[src/rtl/core/fbc_pkg.sv]
`timescale 1ns / 1ps
// ----------------------------------------------------------------------------
// fbc_pkg
// Shared constants, codes and types of the free block cache.
// ----------------------------------------------------------------------------
package fbc_pkg;

    localparam int DEPTH     = 32;
    localparam int ADDR_BITS = 32;
    localparam int SIZE_BITS = 24;

    // Entry count, wide enough to hold DEPTH itself.
    localparam int CNT_W  = $clog2(DEPTH + 1);
    localparam int DATA_W = ((ADDR_BITS + SIZE_BITS + 7) / 8) * 8;

    typedef enum logic [1:0] {
        KIND_ALLOC   = 2'd0,
        KIND_FREE    = 2'd1,
        KIND_RELEASE = 2'd2
    } kind_t;

    typedef enum logic [2:0] {
        ACT_HIT     = 3'd0,
        ACT_ALLOC   = 3'd1,
        ACT_RELEASE = 3'd2,
        ACT_STORED  = 3'd3,
        ACT_NONE    = 3'd4
    } action_t;

    typedef struct packed {
        logic [SIZE_BITS-1:0] max_pages;
        logic [5:0]           capacity;
    } cfg_t;

    typedef struct packed {
        logic shift;
        logic load;
    } cell_ctl_t;

endpackage

[src/rtl/core/free_block_cache_exact_match.sv]
`timescale 1ns / 1ps
// ----------------------------------------------------------------------------
// free_block_cache_exact_match
// Cache of freed blocks with oldest-first exact-size reuse.
// ----------------------------------------------------------------------------
// The cached blocks sit in a row of cells, oldest in cell 0, that shift
// toward cell 0 one place per cycle while the row is shifting. A free, an
// oversized or empty-cache allocate and a release-all of an empty cache are
// answered from the idle state; an ignored kind gives no result. An allocate
// that searches passes every one of its n cached blocks once through the
// head cell in the scan state and then loads the result in the finish state.
// The first hit is dropped at the head cell and the others are written back
// at the tail, so order is kept. A release-all emits one block per cycle
// from the head cell while the result side does not stall. One transaction
// is worked on at a time, and a new input transaction is accepted only while
// the result register is empty or is being read in the same cycle.
module free_block_cache_exact_match (
    input  logic          aclk,
    input  logic          aresetn,
    // APB configuration port
    input  logic          psel,
    input  logic          penable,
    input  logic          pwrite,
    input  logic [2:0]    paddr,
    input  logic [31:0]   pwdata,
    output logic [31:0]   prdata,
    output logic          pready,
    // Input requests
    input  logic          s_tvalid,
    output logic          s_tready,
    input  logic [fbc_pkg::DATA_W-1:0] s_tdata,  // block_pages, block_addr
    input  logic [1:0]    s_tuser,               // kind
    // Results
    output logic          m_tvalid,
    input  logic          m_tready,
    output logic [fbc_pkg::DATA_W-1:0] m_tdata,  // out_addr, out_pages
    output logic [2:0]    m_tuser,               // action
    output logic          m_tlast
);
    import fbc_pkg::*;

    typedef enum logic [1:0] {
        ST_IDLE,
        ST_SCAN,
        ST_FINISH,
        ST_DRAIN
    } state_t;

    cfg_t cfg;

    fbc_cfg u_cfg (
        .aclk    (aclk),
        .aresetn (aresetn),
        .psel    (psel),
        .penable (penable),
        .pwrite  (pwrite),
        .paddr   (paddr),
        .pwdata  (pwdata),
        .prdata  (prdata),
        .pready  (pready),
        .cfg     (cfg)
    );

    // Cell row
    logic [ADDR_BITS-1:0] cell_addr  [DEPTH];
    logic [SIZE_BITS-1:0] cell_pages [DEPTH];
    cell_ctl_t            cell_ctl   [DEPTH];

    logic                 shift_en;
    logic                 ld_en;
    logic [CNT_W-1:0]     ld_pos;
    logic [ADDR_BITS-1:0] ld_addr;
    logic [SIZE_BITS-1:0] ld_pages;

    genvar gi;
    generate
        for (gi = 0; gi < DEPTH; gi++) begin : g_cell
            logic [ADDR_BITS-1:0] nbr_addr;
            logic [SIZE_BITS-1:0] nbr_pages;

            if (gi == DEPTH - 1) begin : g_tail
                assign nbr_addr  = '0;
                assign nbr_pages = '0;
            end else begin : g_mid
                assign nbr_addr  = cell_addr[gi+1];
                assign nbr_pages = cell_pages[gi+1];
            end

            assign cell_ctl[gi].shift = shift_en;
            assign cell_ctl[gi].load  = ld_en && (ld_pos == CNT_W'(gi));

            fbc_cell u_cell (
                .aclk      (aclk),
                .ctl       (cell_ctl[gi]),
                .nbr_addr  (nbr_addr),
                .nbr_pages (nbr_pages),
                .ld_addr   (ld_addr),
                .ld_pages  (ld_pages),
                .addr      (cell_addr[gi]),
                .pages     (cell_pages[gi])
            );
        end
    endgenerate

    // Control state
    state_t               state_reg,     state_next;
    logic [CNT_W-1:0]     count_reg,     count_next;
    logic [SIZE_BITS-1:0] total_reg,     total_next;
    logic [CNT_W-1:0]     steps_reg,     steps_next;
    logic [SIZE_BITS-1:0] req_pages_reg, req_pages_next;
    logic                 found_reg,     found_next;
    logic [ADDR_BITS-1:0] hit_addr_reg,  hit_addr_next;
    logic                 m_valid_reg,   m_valid_next;
    action_t              m_action_reg,  m_action_next;
    logic [ADDR_BITS-1:0] m_addr_reg,    m_addr_next;
    logic [SIZE_BITS-1:0] m_pages_reg,   m_pages_next;
    logic                 m_last_reg,    m_last_next;

    logic [SIZE_BITS-1:0] in_pages;
    logic [ADDR_BITS-1:0] in_addr;
    logic [SIZE_BITS-1:0] quarter;
    logic [CNT_W-1:0]     cap_eff;
    logic [SIZE_BITS:0]   total_sum;
    logic                 out_free;
    logic                 free_reject;

    assign in_pages = s_tdata[SIZE_BITS-1:0];
    assign in_addr  = s_tdata[SIZE_BITS +: ADDR_BITS];
    assign quarter  = cfg.max_pages >> 2;
    assign cap_eff  = (CNT_W'(cfg.capacity) > CNT_W'(DEPTH)) ? CNT_W'(DEPTH)
                                                             : CNT_W'(cfg.capacity);
    assign total_sum = {1'b0, total_reg} + {1'b0, in_pages};
    assign free_reject = (in_pages > quarter) || (count_reg >= cap_eff) ||
                         (total_sum > {1'b0, cfg.max_pages});

    assign out_free = !m_valid_reg || m_tready;
    assign s_tready = (state_reg == ST_IDLE) && out_free;

    always_comb begin
        state_next     = state_reg;
        count_next     = count_reg;
        total_next     = total_reg;
        steps_next     = steps_reg;
        req_pages_next = req_pages_reg;
        found_next     = found_reg;
        hit_addr_next  = hit_addr_reg;
        m_valid_next   = m_valid_reg && !m_tready;
        m_action_next  = m_action_reg;
        m_addr_next    = m_addr_reg;
        m_pages_next   = m_pages_reg;
        m_last_next    = m_last_reg;
        shift_en       = 1'b0;
        ld_en          = 1'b0;
        ld_pos         = count_reg;
        ld_addr        = in_addr;
        ld_pages       = in_pages;

        unique case (state_reg)
            ST_IDLE: begin
                if (s_tvalid && s_tready) begin
                    unique case (s_tuser)
                        KIND_ALLOC: begin
                            if (in_pages <= quarter && count_reg != '0) begin
                                req_pages_next = in_pages;
                                steps_next     = count_reg;
                                found_next     = 1'b0;
                                state_next     = ST_SCAN;
                            end else begin
                                m_valid_next  = 1'b1;
                                m_action_next = ACT_ALLOC;
                                m_addr_next   = '0;
                                m_pages_next  = in_pages;
                                m_last_next   = 1'b1;
                            end
                        end
                        KIND_FREE: begin
                            m_valid_next = 1'b1;
                            m_addr_next  = in_addr;
                            m_pages_next = in_pages;
                            m_last_next  = 1'b1;
                            if (free_reject) begin
                                m_action_next = ACT_RELEASE;
                            end else begin
                                m_action_next = ACT_STORED;
                                ld_en         = 1'b1;
                                count_next    = count_reg + 1'b1;
                                total_next    = total_sum[SIZE_BITS-1:0];
                            end
                        end
                        KIND_RELEASE: begin
                            if (count_reg == '0) begin
                                m_valid_next  = 1'b1;
                                m_action_next = ACT_NONE;
                                m_addr_next   = '0;
                                m_pages_next  = '0;
                                m_last_next   = 1'b1;
                            end else begin
                                steps_next = count_reg;
                                state_next = ST_DRAIN;
                            end
                        end
                        default: ;
                    endcase
                end
            end
            ST_SCAN: begin
                // The head entry leaves the row; it is either the first exact
                // match and dropped, or written back at the new tail.
                shift_en   = 1'b1;
                steps_next = steps_reg - 1'b1;
                if (cell_pages[0] == req_pages_reg && !found_reg) begin
                    found_next    = 1'b1;
                    hit_addr_next = cell_addr[0];
                    count_next    = count_reg - 1'b1;
                    total_next    = total_reg - req_pages_reg;
                end else begin
                    ld_en    = 1'b1;
                    ld_pos   = count_reg - 1'b1;
                    ld_addr  = cell_addr[0];
                    ld_pages = cell_pages[0];
                end
                if (steps_reg == CNT_W'(1)) begin
                    state_next = ST_FINISH;
                end
            end
            ST_FINISH: begin
                if (out_free) begin
                    m_valid_next  = 1'b1;
                    m_action_next = found_reg ? ACT_HIT : ACT_ALLOC;
                    m_addr_next   = found_reg ? hit_addr_reg : '0;
                    m_pages_next  = req_pages_reg;
                    m_last_next   = 1'b1;
                    state_next    = ST_IDLE;
                end
            end
            ST_DRAIN: begin
                if (out_free) begin
                    shift_en      = 1'b1;
                    m_valid_next  = 1'b1;
                    m_action_next = ACT_RELEASE;
                    m_addr_next   = cell_addr[0];
                    m_pages_next  = cell_pages[0];
                    m_last_next   = (steps_reg == CNT_W'(1));
                    steps_next    = steps_reg - 1'b1;
                    if (steps_reg == CNT_W'(1)) begin
                        count_next = '0;
                        total_next = '0;
                        state_next = ST_IDLE;
                    end
                end
            end
            default: state_next = ST_IDLE;
        endcase
    end

    always_ff @(posedge aclk) begin
        if (!aresetn) begin
            state_reg   <= ST_IDLE;
            count_reg   <= '0;
            total_reg   <= '0;
            steps_reg   <= '0;
            found_reg   <= 1'b0;
            m_valid_reg <= 1'b0;
        end else begin
            state_reg   <= state_next;
            count_reg   <= count_next;
            total_reg   <= total_next;
            steps_reg   <= steps_next;
            found_reg   <= found_next;
            m_valid_reg <= m_valid_next;
        end
        req_pages_reg <= req_pages_next;
        hit_addr_reg  <= hit_addr_next;
        m_action_reg  <= m_action_next;
        m_addr_reg    <= m_addr_next;
        m_pages_reg   <= m_pages_next;
        m_last_reg    <= m_last_next;
    end

    assign m_tvalid = m_valid_reg;
    assign m_tdata  = DATA_W'({m_pages_reg, m_addr_reg});
    assign m_tuser  = m_action_reg;
    assign m_tlast  = m_last_reg;

endmodule

[src/rtl/core/fbc_cell.sv]
`timescale 1ns / 1ps
// ----------------------------------------------------------------------------
// fbc_cell
// One entry of the block list: takes its younger neighbor on a shift, or a
// new block on a load.
// ----------------------------------------------------------------------------
module fbc_cell (
    input  logic                             aclk,
    input  fbc_pkg::cell_ctl_t               ctl,
    input  logic [fbc_pkg::ADDR_BITS-1:0]    nbr_addr,
    input  logic [fbc_pkg::SIZE_BITS-1:0]    nbr_pages,
    input  logic [fbc_pkg::ADDR_BITS-1:0]    ld_addr,
    input  logic [fbc_pkg::SIZE_BITS-1:0]    ld_pages,
    output logic [fbc_pkg::ADDR_BITS-1:0]    addr,
    output logic [fbc_pkg::SIZE_BITS-1:0]    pages
);
    import fbc_pkg::*;

    logic [ADDR_BITS-1:0] addr_reg;
    logic [SIZE_BITS-1:0] pages_reg;

    always_ff @(posedge aclk) begin
        if (ctl.load) begin
            addr_reg  <= ld_addr;
            pages_reg <= ld_pages;
        end else if (ctl.shift) begin
            addr_reg  <= nbr_addr;
            pages_reg <= nbr_pages;
        end
    end

    assign addr  = addr_reg;
    assign pages = pages_reg;

endmodule

[src/rtl/core/fbc_cfg.sv]
`timescale 1ns / 1ps
// ----------------------------------------------------------------------------
// fbc_cfg
// Register port: page limit and block capacity.
// ----------------------------------------------------------------------------
module fbc_cfg (
    input  logic          aclk,
    input  logic          aresetn,
    input  logic          psel,
    input  logic          penable,
    input  logic          pwrite,
    input  logic [2:0]    paddr,
    input  logic [31:0]   pwdata,
    output logic [31:0]   prdata,
    output logic          pready,
    output fbc_pkg::cfg_t cfg
);
    import fbc_pkg::*;

    localparam logic REG_MAX_PAGES = 1'b0;
    localparam logic REG_CAPACITY  = 1'b1;

    logic [SIZE_BITS-1:0] max_pages_reg;
    logic [5:0]           capacity_reg;
    logic                 wr_en;

    assign pready = 1'b1;
    assign wr_en  = psel && penable && pwrite && pready;

    always_ff @(posedge aclk) begin
        if (!aresetn) begin
            max_pages_reg <= SIZE_BITS'(512);
            capacity_reg  <= 6'd32;
        end else if (wr_en) begin
            unique case (paddr[2])
                REG_MAX_PAGES: max_pages_reg <= pwdata[SIZE_BITS-1:0];
                REG_CAPACITY:  capacity_reg  <= pwdata[5:0];
                default:       ;
            endcase
        end
    end

    always_comb begin
        unique case (paddr[2])
            REG_MAX_PAGES: prdata = 32'(max_pages_reg);
            REG_CAPACITY:  prdata = 32'(capacity_reg);
            default:       prdata = '0;
        endcase
    end

    assign cfg.max_pages = max_pages_reg;
    assign cfg.capacity  = capacity_reg;

endmodule

[config.mk]
export PLATFORM = sky130hd
export DESIGN_NAME = free_block_cache_exact_match
export DESIGN_NICKNAME = d
export VERILOG_FILES = /design/src/rtl/core/fbc_pkg.sv /design/src/rtl/core/free_block_cache_exact_match.sv /design/src/rtl/core/fbc_cell.sv /design/src/rtl/core/fbc_cfg.sv
export SDC_FILE = /design/constraint.sdc
export NUM_CORES = 2
export LEC_CHECK = 0
export ABC_AREA = 1
export BUFFER_PORTS_ARGS = -buffer_cell sky130_fd_sc_hd__buf_4
export CORE_MARGIN = 3
export CORE_UTILIZATION = 25
export DETAILED_ROUTE_END_ITERATION = 6
export GPL_TIMING_DRIVEN = 0
export HOLD_SLACK_MARGIN = 0.03
export PLACE_DENSITY = 0.47
export SETUP_SLACK_MARGIN = 0.2
export SYNTH_ARGS = -nofsm -noshare
export SYNTH_HDL_FRONTEND = slang
export SYNTH_HIERARCHICAL = 1
export SYNTH_SLANG_ARGS = --single-unit
[constraint.sdc]
create_clock -name aclk -period 4.8 [get_ports aclk]
set_clock_uncertainty 0.05 [all_clocks]
set_input_delay 0 -clock aclk [delete_from_list [all_inputs] [get_ports aclk]]
set_output_delay 0 -clock aclk [all_outputs]
set_load 0.005 [all_outputs]
# Word level (Yosys, flattened, before mapping)
# Cells that the tools add are included.
[op_classes]
add_sub_neg = 5
magnitude_cmp = 5
eq_ne = 54
n_mux = 214
bitwise_logic = 1
n_reduce_logical = 95
[op_table]
columns = ["operator", "n"]
rows = [
  ["32-bit two-way mux", 72],
  ["24-bit two-way mux", 77],
  ["24-bit one-hot mux with 3 select lines", 3],
  ["32-bit one-hot mux with 3 select lines", 2],
  ["6-bit by 5-bit == test with 1-bit output (second input constant)", 16],
  ["6-bit two-way mux", 13],
  ["2-bit nonzero test", 33],
  ["32-bit one-hot mux with 2 select lines", 1],
  ["6-bit by 4-bit == test with 1-bit output (second input constant)", 8],
  ["1-bit logical AND", 39],
  ["6-bit one-hot mux with 3 select lines", 2],
  ["24-bit by 24-bit adder with 25-bit output", 1],
  ["25-bit by 24-bit greater-than comparator with 1-bit output", 1],
  ["24-bit == test", 1],
  ["6-bit by 3-bit == test with 1-bit output (second input constant)", 4],
  ["24-bit by 22-bit greater-than comparator with 1-bit output", 1],
  ["24-bit by 22-bit less-or-equal comparator with 1-bit output", 1],
  ["24-bit subtractor", 1],
  ["1-bit two-way mux", 20],
  ["3-bit one-hot mux with 3 select lines", 2],
  ["3-bit two-way mux", 5],
  ["2-bit two-way mux", 7],
  ["7-bit AND reduction", 2],
  ["6-bit by 1-bit == test with 1-bit output (second input constant)", 2],
  ["30 further kinds", 60],
]
[word_totals]
reg_bits = 1978
output_inout_bits = 95
wordCells = 452

# Longest topological paths before layout
[depth]
depth_word = 11
mapped_depth = 31

# Cells and area by module
# Netlist, hierarchy kept.
[by_module_without_submodules]
columns = ["module", "n_inst", "cells_each", "area_per_inst_um2", "seq_area_each_um2"]
rows = [
  ["fbc_cell", 32, 238, 2394.8, 1681.6],
  ["free_block_cache_exact_match", 1, 1729, 12647.1, 4284.1],
  ["fbc_cfg", 1, 256, 1571.5, 600.6],
]

# Worst setup path after synthesis
# No wires, ideal clock.
[synth_timing]
kind = "reg2reg"
from = "reg total_reg[0]"
to = "reg g_cell[10].u_cell.addr_reg[0], enable pin"
arrival_ps = 4409
slack_ps = -48
path_stages_with_launch = 28
n_path_buf = 2
cell_sequence = "dfxtp_1 > ha_1 > fa_1 > nand3_1 > nand3_2 > nand2_1 > nand2_2 > a21oi_1 > o21bai_1 > or2_2 > and2_1 > ha_1 > a21oi_1 > o21ai_0 > a21oi_1 > nand2_1 > nand2_1 > nand2_1 > nand2_1 > nand2_1 > nand2_2 > nand4_1 > nand2_2 > nand3_4 > buf_6 > nor2_1 > buf_4 > or2_2"
[synth_rtl]
columns = ["element", "line", "text"]
rows = [
  ["start, declared", "free_block_cache_exact_match.sv:108", "logic [SIZE_BITS-1:0] total_reg, total_next;"],
  ["start signal, assigned", "free_block_cache_exact_match.sv:267", "total_reg <= total_next;"],
  ["end signal, assigned", "fbc_cell.sv:24", "addr_reg <= ld_addr;"],
  ["end signal, assigned", "fbc_cell.sv:27", "addr_reg <= nbr_addr;"],
  ["end, declared", "fbc_cell.sv:19", "logic [ADDR_BITS-1:0] addr_reg;"],
]

==> impl_summary.txt <==
----------------------------------------------------
[Synth]
  Gate count after technology mapping ... 9601
  Post-synth EDFFs ... between 1500 and 2000
  Leading area contributor after synthesis ... sky130_fd_sc_hd__edfxtp_1
  Syn Area/Cell ... 9.46 um2
  Number of warnings printed during yosys synthesis ... 6
  Netlist area before placement ... 0.0909 mm2
  Synth top cells by count ... sky130_fd_sc_hd__nand2_1, sky130_fd_sc_hd__edfxtp_1, sky130_fd_sc_hd__inv_1
  Most frequent cell after synthesis ... sky130_fd_sc_hd__nand2_1
  Share of async-settable or async-resettable flops after synthesis ... 0%
  Flops & latches, synth ... 1978
  Cell types with the largest area share after synthesis ... sky130_fd_sc_hd__edfxtp_1, sky130_fd_sc_hd__nand2_1, sky130_fd_sc_hd__dfxtp_1
  Count of cell types in the netlist ... 53
  Predominant post-synthesis flop cell ... sky130_fd_sc_hd__edfxtp_1
  Sequential fraction of the synthesis area ... 64.6%
  Top-area cell type share of the netlist area ... a little over three fifths

[Floorplanning]
  Number of core rows ... 220
  Die width ... 609 um
  Initial standard-cell utilization of the core ... 25.2%
  Die Area ... ~0.37 mm2
  Overall die height ... 609 um
  Area of the placeable core ... 0.361 mm2
  Top-Level Pins ... 195

[Final layout]
  Area delta synth->final ... 27.8%
  Final core utilization ... between 30% and 40%
  Number of flip-flops in the largest register ... 1024
  Fraction of final layout cells with drive strength greater than 1 ... 16.1%
  FF/Latch Area ... 0.0587 mm2
  Total area of multi-input combinational cells ... about 0.032 mm2
  Layout net count ... between 10000 and 15000
  Layout filler cell count ... ~37000

[Routing]
  DR DRC count ... 0
  Drt pass-1 iters ... 6
  Number of vias in the routed layout ... between 60000 and 70000
  Mean number of vias per cell ... about 3.9
  Wire length reported by the detailed router ... roughly 230000 um
  Mean routed wirelength per cell ... 14.7 um
  Initial DRC Count ... 3020
  Residual antenna-violating net count after detailed routing ... 0

[Global routing]
  Overflow after GRT ... 0
  Largest net degree at the start of global routing ... 164
  Via count of the first global-routing pass ... 58800
  Global-route met3 utilization ... 1.73%
  Total GRT Usage ... 11.7%
  Initial antenna violation count ... 4
  Global routing met2 resource utilization ... 21.0%
  Met1 demand-to-capacity share in global routing ... 14.5%
  Wire length of the first global-routing pass ... 342000 um
  Most used routing layer ... met2

[Pwr]
  Power consumption ... 57800 uW
  Pleak ... 0.0488 uW
  Max IR drop VDD ... 0.289 mV
  Pwr per Cell Area ... approximately 500 mW/mm2

[Timing]
  Count of final hold-check violations ... 0
  Setup TNS ... -0.0126 ns
  Unrepaired setup endpoints after global routing ... true
  Worst hold slack ... slightly below 0.1 ns
  Total count of max-transition violations in the final report ... 0
  Tightest Pin Transition ... 1.37 ns
  Tightest slew margin relative to the limit ... 8.37%
  Timing-limited maximum frequency ... roughly 210 MHz
  Final critical-path required period ... 4.80 ns
  Number of setup violations in the final report ... 7
  Final worst path period share ... 100%
  Final setup slack of the worst path ... -0.00306 ns

[Place]
  I/O Buffers ... between 150 and 200
  Placement Setup Slack ... -1.67 ns
  Sum of net half-perimeters after detailed placement ... 155000 um
  Routability-driven placement congestion ratio ... between 0.8 and 0.9

[Critical path]
  Worst setup slack for register-to-register paths ... -0.003 ns
  Capturing point of the worst reg2reg path ... g_cell[5].u_cell/pages[4]
  Sum of buffers and inverters on the critical path ... 6
  Reg2reg start ... total_reg[0]
  Kind of start point of the critical path ... register
  Classification of the worst setup path ... register to register
  Data arrival time of the worst path ... approximately 5.2 ns
  Largest incremental delay on the critical path ... 0.37 ns
  Slowest cell on crit path ... sky130_fd_sc_hd__fa_2
  FF-to-FF path depth ... 25
  Worst Setup End Kind ... register
  Family with the most delay on the worst path ... simple AND/OR/NAND/NOR gates
  Critical path fanouts, max ... 16
  CP required ... 5.23 ns

[Clocking]
  Root Buffer ... sky130_fd_sc_hd__clkbuf_16
  CTS Buf Count ... ~220
  Worst skew pair latency ... 0.86 ns
  Number of H-tree levels ... 4
  Clock transition at path regs ... 0.06 ns
  Number of buffers between clock root and the deepest sink ... 4
  CTS tree ... done
  Clock Sinks ... 1978

[Status]
  Violations in the final reports ... setup timing
  Outcome ... finished, violations left

[Hold path]
  Path category of the worst min-delay check ... input port to register
  Worst hold path stage count ... 4
  Hold wc startpoint ... s_tdata[23]
  Min-Delay Endpoint ... m_pages_reg[23]

[Flow run]
  Max-cap violations ... 0

----------------------------------------------------
==> worst min-delay path: stages <==
cell and delay (ns):
sky130_fd_sc_hd__dlygate4sd3_1 0.52, sky130_fd_sc_hd__buf_4 0.18, sky130_fd_sc_hd__nand2_1 0.07, sky130_fd_sc_hd__o211ai_1 0.10
==> metal layers <==
layer | share of wire [%] | up-vias | routed length, um
met5 | 0.0057 | - | 13
met4 | 3.0 | 2 | 6760
met3 | 3.9 | 363 | 8940
met2 | 50 | 1092 | 115000
met1 | 43 | 26200 | 98300
li1 | - | 33300 | -
==> layout make-up <==
cell class	count	area share, %
Sequential cell	1978	50.6
Multi-Input combinational cell	7070	27.4
Timing Repair Buffer	620	6.67
Tap cell	4773	5.14
Clock buffer	281	5.02
Buffer	467	3.39
Inverter	297	1.06
Clock inverter	115	0.747
Antenna cell	2	0.00431
==> cell usage in the layout (no fill, tap or decap), drive strengths merged, types with 23 or more instances in the layout <==
cell type and n:
a21oi 114, buf 777, clkbuf 377, clkinv 99, conb 65, dfxtp 70, dlygate4sd3 212, edfxtp 1908
ha 108, inv 298, nand2 5872, nand3 126, nand3b 30, nand4 24, nor2 253, o211ai 35
o21ai 124, o221ai 23, or2 184
==> worst max-delay path by stage <==
stage                 startpoint                     endpoint  cells after the start  slack (ns)
6_report            total_reg[0]    g_cell[5].u_cell/pages[4]                     25      -0.003
3_5_place_dp        total_reg[2]   g_cell[21].u_cell/addr[15]                     22       -1.67
2_1_floorplan       total_reg[0]    g_cell[15].u_cell/addr[0]                     26        0.09
5_1_grt             total_reg[0]    g_cell[5].u_cell/pages[6]                     25       -0.13
4_1_cts             total_reg[0]    g_cell[2].u_cell/addr[18]                     27       -0.07
3_3_place_gp   req_pages_reg[23]  g_cell[20].u_cell/pages[21]                      9       -2.32
==> power by group <==
part           total, uW  leakage (uW)  internal [uW]  switching (uW)
Clock              15800       0.00328           9200            6620
Combinational      14200        0.0273           5050            9110
Sequential         27800        0.0182          26400            1410
Total              57800        0.0488          40600           17100
==> through the flow <==
stage,std cells,instance area [um2]
after floorplan,9663,91100
after global placement,14600,98400
after detailed placement,14700,100000
after CTS,15500,112000
after global routing,15600,116000
final,15600,116000
==> logic make-up after synthesis <==
logic type	after synthesis	share of synthesized area [%]
AND/OR/NAND/NOR	6368	27.0
AO/OA/AOI/OAI	347	2.24
adder cells (fa/ha/maj)	110	1.53
buffers and inverters	764	4.30
other	3	0.0124
XOR/XNOR	31	0.299
flip-flops	1978	64.6
==> timing repair <==
action	4_1_cts	5_1_grt
endpoints found under the hold margin	1955	0
buffers inserted	67	33
cloned	149	75
pin swaps	41	54
hold buffers	212	0
setup endpoints to repair	3584	3584
gates resized for setup	387	550
No activity file was read; power rests on OpenSTA's default activity.
